===== src/rtl/upd_pkg.sv =====
`default_nettype none

package upd_pkg;

    localparam int BYTE_W   = 8;
    localparam int STATUS_W = 2;
    localparam int OUT_DATA_W = 16;

    localparam logic [STATUS_W-1:0] ST_OK       = 2'd0;
    localparam logic [STATUS_W-1:0] ST_BAD_ESC  = 2'd1;
    localparam logic [STATUS_W-1:0] ST_ZERO     = 2'd2;
    localparam logic [STATUS_W-1:0] ST_NO_SLASH = 2'd3;

    localparam logic [BYTE_W-1:0] CH_QUERY   = 8'h3F;
    localparam logic [BYTE_W-1:0] CH_PERCENT = 8'h25;
    localparam logic [BYTE_W-1:0] CH_SLASH   = 8'h2F;
    localparam logic [BYTE_W-1:0] CH_NUL     = 8'h00;

    // One decoded result as it leaves the decode logic.
    typedef struct packed {
        logic                emit;
        logic [BYTE_W-1:0]   data;
        logic                done;
        logic [STATUS_W-1:0] status;
    } t_result;

    typedef struct packed {
        logic       ok;
        logic [3:0] value;
    } t_hex;

    function automatic t_hex hex_digit(input logic [BYTE_W-1:0] c);
        t_hex h;
        h.ok    = 1'b1;
        h.value = c[3:0];
        if (c >= 8'h30 && c <= 8'h39) begin
            h.value = c[3:0];
        end else if ((c >= 8'h61 && c <= 8'h66) || (c >= 8'h41 && c <= 8'h46)) begin
            h.value = c[3:0] + 4'd9;
        end else begin
            h.ok    = 1'b0;
            h.value = 4'd0;
        end
        return h;
    endfunction

endpackage

`default_nettype wire


===== src/rtl/upd_step.sv =====
`default_nettype none

module upd_step
    import upd_pkg::*;
(
    input  wire logic              i_clk,
    input  wire logic              i_rst_n,
    input  wire logic              i_adv,
    input  wire logic [BYTE_W-1:0] i_byte,
    input  wire logic              i_last,
    output t_result                o_res
);

    typedef enum logic [1:0] {
        MODE_COPY  = 2'd0,
        MODE_HIGH  = 2'd1,
        MODE_LOW   = 2'd2,
        MODE_QUERY = 2'd3
    } t_mode;

    t_mode               r_mode, n_mode;
    logic [3:0]          r_high, n_high;
    logic [STATUS_W-1:0] r_err, n_err;
    logic                r_seen, n_seen;
    logic                r_slash, n_slash;

    t_hex                hex;
    logic [BYTE_W-1:0]   esc_val;
    logic                emit;
    logic [BYTE_W-1:0]   ob;
    logic [STATUS_W-1:0] fin_err;
    logic [STATUS_W-1:0] status;

    always_comb begin
        hex     = hex_digit(i_byte);
        esc_val = {r_high, hex.value};
        n_mode  = r_mode;
        n_high  = r_high;
        n_err   = r_err;
        n_seen  = r_seen;
        n_slash = r_slash;
        emit    = 1'b0;
        ob      = CH_NUL;
        fin_err = ST_OK;
        status  = ST_OK;

        if (r_err == ST_OK) begin
            unique case (r_mode)
                MODE_COPY: begin
                    if (i_byte == CH_QUERY) begin
                        n_mode = MODE_QUERY;
                    end else if (i_byte == CH_PERCENT) begin
                        n_mode = MODE_HIGH;
                    end else begin
                        emit = 1'b1;
                        ob   = i_byte;
                    end
                end
                MODE_HIGH: begin
                    if (!hex.ok) begin
                        n_err = ST_BAD_ESC;
                    end else begin
                        n_high = hex.value;
                        n_mode = MODE_LOW;
                    end
                end
                MODE_LOW: begin
                    if (!hex.ok) begin
                        n_err = ST_BAD_ESC;
                    end else if (esc_val == CH_NUL) begin
                        n_err = ST_ZERO;
                    end else begin
                        emit   = 1'b1;
                        ob     = esc_val;
                        n_mode = MODE_COPY;
                    end
                end
                MODE_QUERY: begin
                end
                default: begin
                end
            endcase
        end

        if (emit && !r_seen) begin
            n_seen  = 1'b1;
            n_slash = (ob == CH_SLASH);
        end

        if (i_last) begin
            // An escape still open at the end of the target is truncated.
            fin_err = n_err;
            if (fin_err == ST_OK && (n_mode == MODE_HIGH || n_mode == MODE_LOW)) begin
                fin_err = ST_BAD_ESC;
            end
            if (fin_err != ST_OK) begin
                status = fin_err;
            end else if (!n_seen || !n_slash) begin
                status = ST_NO_SLASH;
            end else begin
                status = ST_OK;
            end
            n_mode  = MODE_COPY;
            n_high  = 4'd0;
            n_err   = ST_OK;
            n_seen  = 1'b0;
            n_slash = 1'b0;
        end

        o_res.emit   = emit;
        o_res.data   = ob;
        o_res.done   = i_last;
        o_res.status = status;
    end

    always_ff @(posedge i_clk) begin
        if (!i_rst_n) begin
            r_mode  <= MODE_COPY;
            r_high  <= 4'd0;
            r_err   <= ST_OK;
            r_seen  <= 1'b0;
            r_slash <= 1'b0;
        end else if (i_adv) begin
            r_mode  <= n_mode;
            r_high  <= n_high;
            r_err   <= n_err;
            r_seen  <= n_seen;
            r_slash <= n_slash;
        end
    end

endmodule

`default_nettype wire


===== src/rtl/url_path_percent_decoder.sv =====
`default_nettype none

// URL path percent decoder. Takes one byte of a request target per request
// on the slave side (tlast on the final byte) and gives exactly one result
// per byte on the master side: tuser is high when tdata[7:0] holds a decoded
// path byte, tlast marks the result of the final byte, and on that result
// tdata[9:8] carries the status (0 ok, 1 bad or truncated escape, 2 escape
// decoding to zero, 3 empty path or no leading slash). Bytes from the first
// '?' on are dropped, and after an error nothing more is emitted until the
// end of the target. One byte is taken every cycle while the output side is not
// stalled; a byte passes an input register and the decode logic into the output
// register, which presents its result.
module url_path_percent_decoder
    import upd_pkg::*;
(
    input  wire logic                  i_clk,
    input  wire logic                  i_rst_n,
    input  wire logic                  i_s_tvalid,
    output logic                       o_s_tready,
    input  wire logic [BYTE_W-1:0]     i_s_tdata,   // [7:0] in_byte
    input  wire logic                  i_s_tlast,   // in_last
    output logic                       o_m_tvalid,
    input  wire logic                  i_m_tready,
    output logic [OUT_DATA_W-1:0]      o_m_tdata,   // [7:0] out_byte, [9:8] out_status
    output logic                       o_m_tuser,   // out_valid
    output logic                       o_m_tlast    // out_done
);

    logic              r_in_vld;
    logic [BYTE_W-1:0] r_in_byte;
    logic              r_in_last;
    logic              r_out_vld;
    t_result           r_out;
    t_result           step_res;
    logic              adv;

    assign adv        = r_in_vld && (!r_out_vld || i_m_tready);
    assign o_s_tready = !r_in_vld || adv;

    always_ff @(posedge i_clk) begin
        if (!i_rst_n) begin
            r_in_vld <= 1'b0;
        end else if (o_s_tready) begin
            r_in_vld <= i_s_tvalid;
        end
    end

    always_ff @(posedge i_clk) begin
        if (o_s_tready && i_s_tvalid) begin
            r_in_byte <= i_s_tdata;
            r_in_last <= i_s_tlast;
        end
    end

    upd_step u_step (
        .i_clk   (i_clk),
        .i_rst_n (i_rst_n),
        .i_adv   (adv),
        .i_byte  (r_in_byte),
        .i_last  (r_in_last),
        .o_res   (step_res)
    );

    always_ff @(posedge i_clk) begin
        if (!i_rst_n) begin
            r_out_vld <= 1'b0;
        end else if (adv) begin
            r_out_vld <= 1'b1;
        end else if (i_m_tready) begin
            r_out_vld <= 1'b0;
        end
    end

    always_ff @(posedge i_clk) begin
        if (adv) begin
            r_out <= step_res;
        end
    end

    assign o_m_tvalid = r_out_vld;
    assign o_m_tuser  = r_out.emit;
    assign o_m_tlast  = r_out.done;
    assign o_m_tdata  = {{(OUT_DATA_W-BYTE_W-STATUS_W){1'b0}}, r_out.status, r_out.data};

`ifndef NO_ASSERTIONS
    // A held input byte stays until the decode logic takes it.
    a_in_hold: assert property (@(posedge i_clk) disable iff (!i_rst_n)
        r_in_vld && !adv |=> r_in_vld)
        else $error("input register dropped a byte");

    a_status_on_last: assert property (@(posedge i_clk) disable iff (!i_rst_n)
        r_out_vld && !r_out.done |-> r_out.status == ST_OK)
        else $error("status reported before the last byte");

    a_no_byte_idle: assert property (@(posedge i_clk) disable iff (!i_rst_n)
        r_out_vld && !r_out.emit |-> r_out.data == CH_NUL)
        else $error("data present without a decoded byte");

    a_no_overwrite: assert property (@(posedge i_clk) disable iff (!i_rst_n)
        r_out_vld && !i_m_tready |-> !adv)
        else $error("stalled result overwritten");
`endif

endmodule

`default_nettype wire


===== config.mk =====
export PLATFORM = sky130hd
export DESIGN_NAME = url_path_percent_decoder
export DESIGN_NICKNAME = d
export VERILOG_FILES = /design/src/rtl/upd_pkg.sv /design/src/rtl/upd_step.sv /design/src/rtl/url_path_percent_decoder.sv
export SDC_FILE = /design/constraint.sdc
export NUM_CORES = 1
export LEC_CHECK = 0
export BUFFER_PORTS_ARGS = -buffer_cell sky130_fd_sc_hd__buf_2
export CAP_MARGIN = 20
export CORE_ASPECT_RATIO = 0.5
export CORE_MARGIN = 5
export CORE_UTILIZATION = 50
export CTS_CLUSTER_DIAMETER = 120
export CTS_CLUSTER_SIZE = 12
export DETAILED_ROUTE_END_ITERATION = 6
export MAX_ROUTING_LAYER = met4
export PLACE_DENSITY = 0.74
export SLEW_MARGIN = 20
export SYNTH_ARGS = -nofsm -noshare
export SYNTH_HDL_FRONTEND = slang
export SYNTH_SLANG_ARGS = --single-unit

===== constraint.sdc =====
create_clock -name i_clk -period 2.72 [get_ports i_clk]
set_clock_uncertainty 0.2 [all_clocks]
set_input_delay 0.544 -clock i_clk [delete_from_list [all_inputs] [get_ports i_clk]]
set_output_delay 0.544 -clock i_clk [all_outputs]
set_load 0.005 [all_outputs]

==> results.txt <==
maxcap violations: 0
failing checks: negative setup slack
Crit Path Class: register to register
Nets: 322
routed wire length: 6420 µm
syn avg cell area: 9.23 µm²
#FFs+latches synth: 33
number of global-route vias before repair: 2038
Clock Pin Slew Worst Setup and Hold Paths: 0.07 ns
initial core utilization: 0.531
Leakage: 1.14 nW
Final WS setup: -0.0683 ns
Total Die Area: 5710 µm²
Fin. Hold Viols: 0
area grow syn2layout: 33.4%
RSZ-0062 raised after global routing: yes
clock latency on the worst-skew pair: 0.29 ns
Pwr Density: 395 nW/µm²
routed length per instance: 18.0 µm
HPWL Detailed: 4900 µm
TritonCTS Sinks: 33
Top FF cell, synth: edfxtp_1
top achievable clock speed: 0.359 GHz
initial antenna violation count: 0
number of placed I/O pins: 33
Ys Warns: 0
CTS H-tree depth: 2
largest net degree at the start of global routing: 14
Worst Path Required: 2.56 ns
IO Port Bufs: 26
ys async rst share: 0
final instance area: 2820 µm²
Antenna Violating Nets Remaining: 0
share of cells above drive strength 1: 0.366
setup TNS: -0.136 ns
Remaining Overflow, GRT: 0
Critical Path Fanout Max: 7
sequential area share after synthesis: 0.412
WP data arrival: 2.63 ns
Placed Area: 2590 µm²
Slew Viols, Final: 0
Vias per Instance: 5.93
Max VDD drop: 0.000299 V
core area: 3980 µm²
row cnt: 16
Syn Inst Count: 229
GPL Wtd Cong: 1.03
CTS max path bufs: 2
Die H: 56.0 µm
DR DRC count: 0
CP Capture Type: register
first-pass GRT wire length: 10200 µm
CTS tree: done
clk root buf: clkbuf_8
hold crit path type: input port to register
initial drt markers: 180
DR vias: 2117
Post-Syn Area: 2110 µm²
Total Routing Usage GR: 0.239
ranking of synthesized cells by area: edfxtp_1 (30%), dfxtp_1 (11%), ha_1 (4.1%)
post-synth cell types: 59
minimum clock period: 2.79 ns
TritonRoute pass-1 iters: 5
Final setup viols: 2
share of the synthesized area in the top cell type: 0.298
antenna cell count: 0
status: finished, violations left
Die X: 102 µm
Num CTS Buffers: 5
fin crit share: 1.03
EDFF count, synth: 21
Startpoint Class: register
Yosys top cell by area: edfxtp_1
-- repair_timing --
| action | in CTS | in global routing |
|---|---|---|
| pin swaps | 7 | 9 |
| resized for setup | 19 | 5 |
| hold buffers | 0 | 0 |
| endpoints found under the hold margin | 0 | 0 |
| buffers inserted | 4 | 0 |
| endpoints found under the setup margin | 2 | 8 |
-- sequential cells by signal, indices dropped and copies added, names as in the netlist --
| register | count |
|---|---|
| o_m_tdata | 10 |
| o_m_tlast | 1 |
| o_m_tuser | 1 |
| o_m_tvalid | 1 |
| r_in_byte | 8 |
| r_in_last | 1 |
| r_in_vld | 1 |
| u_step.r_err | 2 |
| u_step.r_high | 4 |
| u_step.r_mode | 2 |
| u_step.r_seen | 1 |
| u_step.r_slash | 1 |
-- synthesized netlist by cell type, types with 2 or more instances --
library cell	n
nand2_1	17
ha_1	7
nor2b_1	10
o22ai_1	2
buf_4	7
or3_1	2
nor4_1	5
o21ai_0	9
nor2_1	22
inv_1	9
a22oi_1	4
a211oi_1	4
clkbuf_1	5
nand3b_1	2
a21oi_1	17
and2_1	4
or2_2	2
nand3_1	5
a21o_1	2
o32ai_2	2
and3_1	3
edfxtp_1	21
a32o_1	2
a31oi_1	3
a32oi_1	2
a22o_1	3
nor3_1	8
o21bai_1	2
nand4_1	5
buf_2	2
dfxtp_1	12
o21a_1	2
-- worst max-delay path, cell delays in order (launching register included) --
cell and delay (ns):
edfxtp_1 0.45, buf_4 0.21, ha_1 0.29, nand4_1 0.14, buf_4 0.16, and2_1 0.19
a22o_1 0.19, a31oi_1 0.11, buf_4 0.18, o311ai_4 0.30, o22ai_1 0.13
-- stage by stage --
stage	hold WS [ns]	power [W]	std cells	utilization	worst slack, ns
finish	0.233	0.00112	357	0.708	-0.0683
CTS	0.227	0.00111	357	0.703	-0.00845
global placement	0.302	0.000723	345	0.649	-0.0481
floorplan	0.282	0.000657	234	-	0.0139
global route	0.223	0.00116	357	0.708	-0.163
detailed placement	0.315	0.000725	345	0.649	-0.162
-- worst paths after layout --
| kind | start | endpoint | slack, ns | depth (start not counted) |
|---|---|---|---|---|
| setup / recovery | r_in_byte[0] | o_m_tdata[8] | -0.07 | 10 |
| hold / removal | i_s_tdata[7] | r_in_byte[7] | 0.23 | 1 |
| setup reg to reg | r_in_byte[0] | o_m_tdata[8] | -0.07 | 10 |
| hold reg to reg | r_in_vld | o_m_tvalid | 0.34 | 1 |
-- per-layer routing --
| layer | part of all wire | vias up | global-route usage |
|---|---|---|---|
| met5 | 0 | - | - |
| met4 | 0.024 | 0 | 0.0766 |
| met3 | 0.11 | 18 | 0.0751 |
| met2 | 0.39 | 135 | 0.318 |
| met1 | 0.47 | 962 | 0.342 |
| li1 | - | 1002 | - |
-- kinds of logic (layout without fill, tap and decap cells) --
group           Yosys count  after routing  synth area share
other cells               1              6           0.00177
compound gates           66             66             0.225
flops                    33             33             0.412
fa+ha+maj                 7              7            0.0414
xor+xnor                  1              1           0.00414
buf+inv                  24             93            0.0598
simple gates             97             97             0.256
-- cell type report --
| class | instances | area [µm²] |
|---|---|---|
| Fill cell | 318 | 1160 |
| Timing Repair Buffer | 76 | 505 |
| Clock inverter | 2 | 8.76 |
| Inverter | 9 | 33.8 |
| Sequential cell | 33 | 871 |
| Tap cell | 54 | 67.6 |
| Clock buffer | 6 | 82.6 |
| Multi-Input combinational cell | 177 | 1250 |
-- layout by cell type (no fill, tap or decap), types with 6 or more instances in the layout --
cell type and instances:
a21oi_1 17, buf_2 26, buf_4 50, clkbuf_8 6
conb_1 6, dfxtp_1 12, edfxtp_1 21, inv_1 7
nand2_1 17, nor2_1 21, nor2b_1 10, o21ai_0 7
-- power breakdown --
part | switching, W | total, W | internal, W
sequential | 0.0000120 | 0.000566 | 0.000554
combinational | 0.0000929 | 0.000172 | 0.0000794
clock | 0.000177 | 0.000377 | 0.000200
total | 0.000282 | 0.00112 | 0.000833
Note: power is estimated with default switching activity, not from simulation.
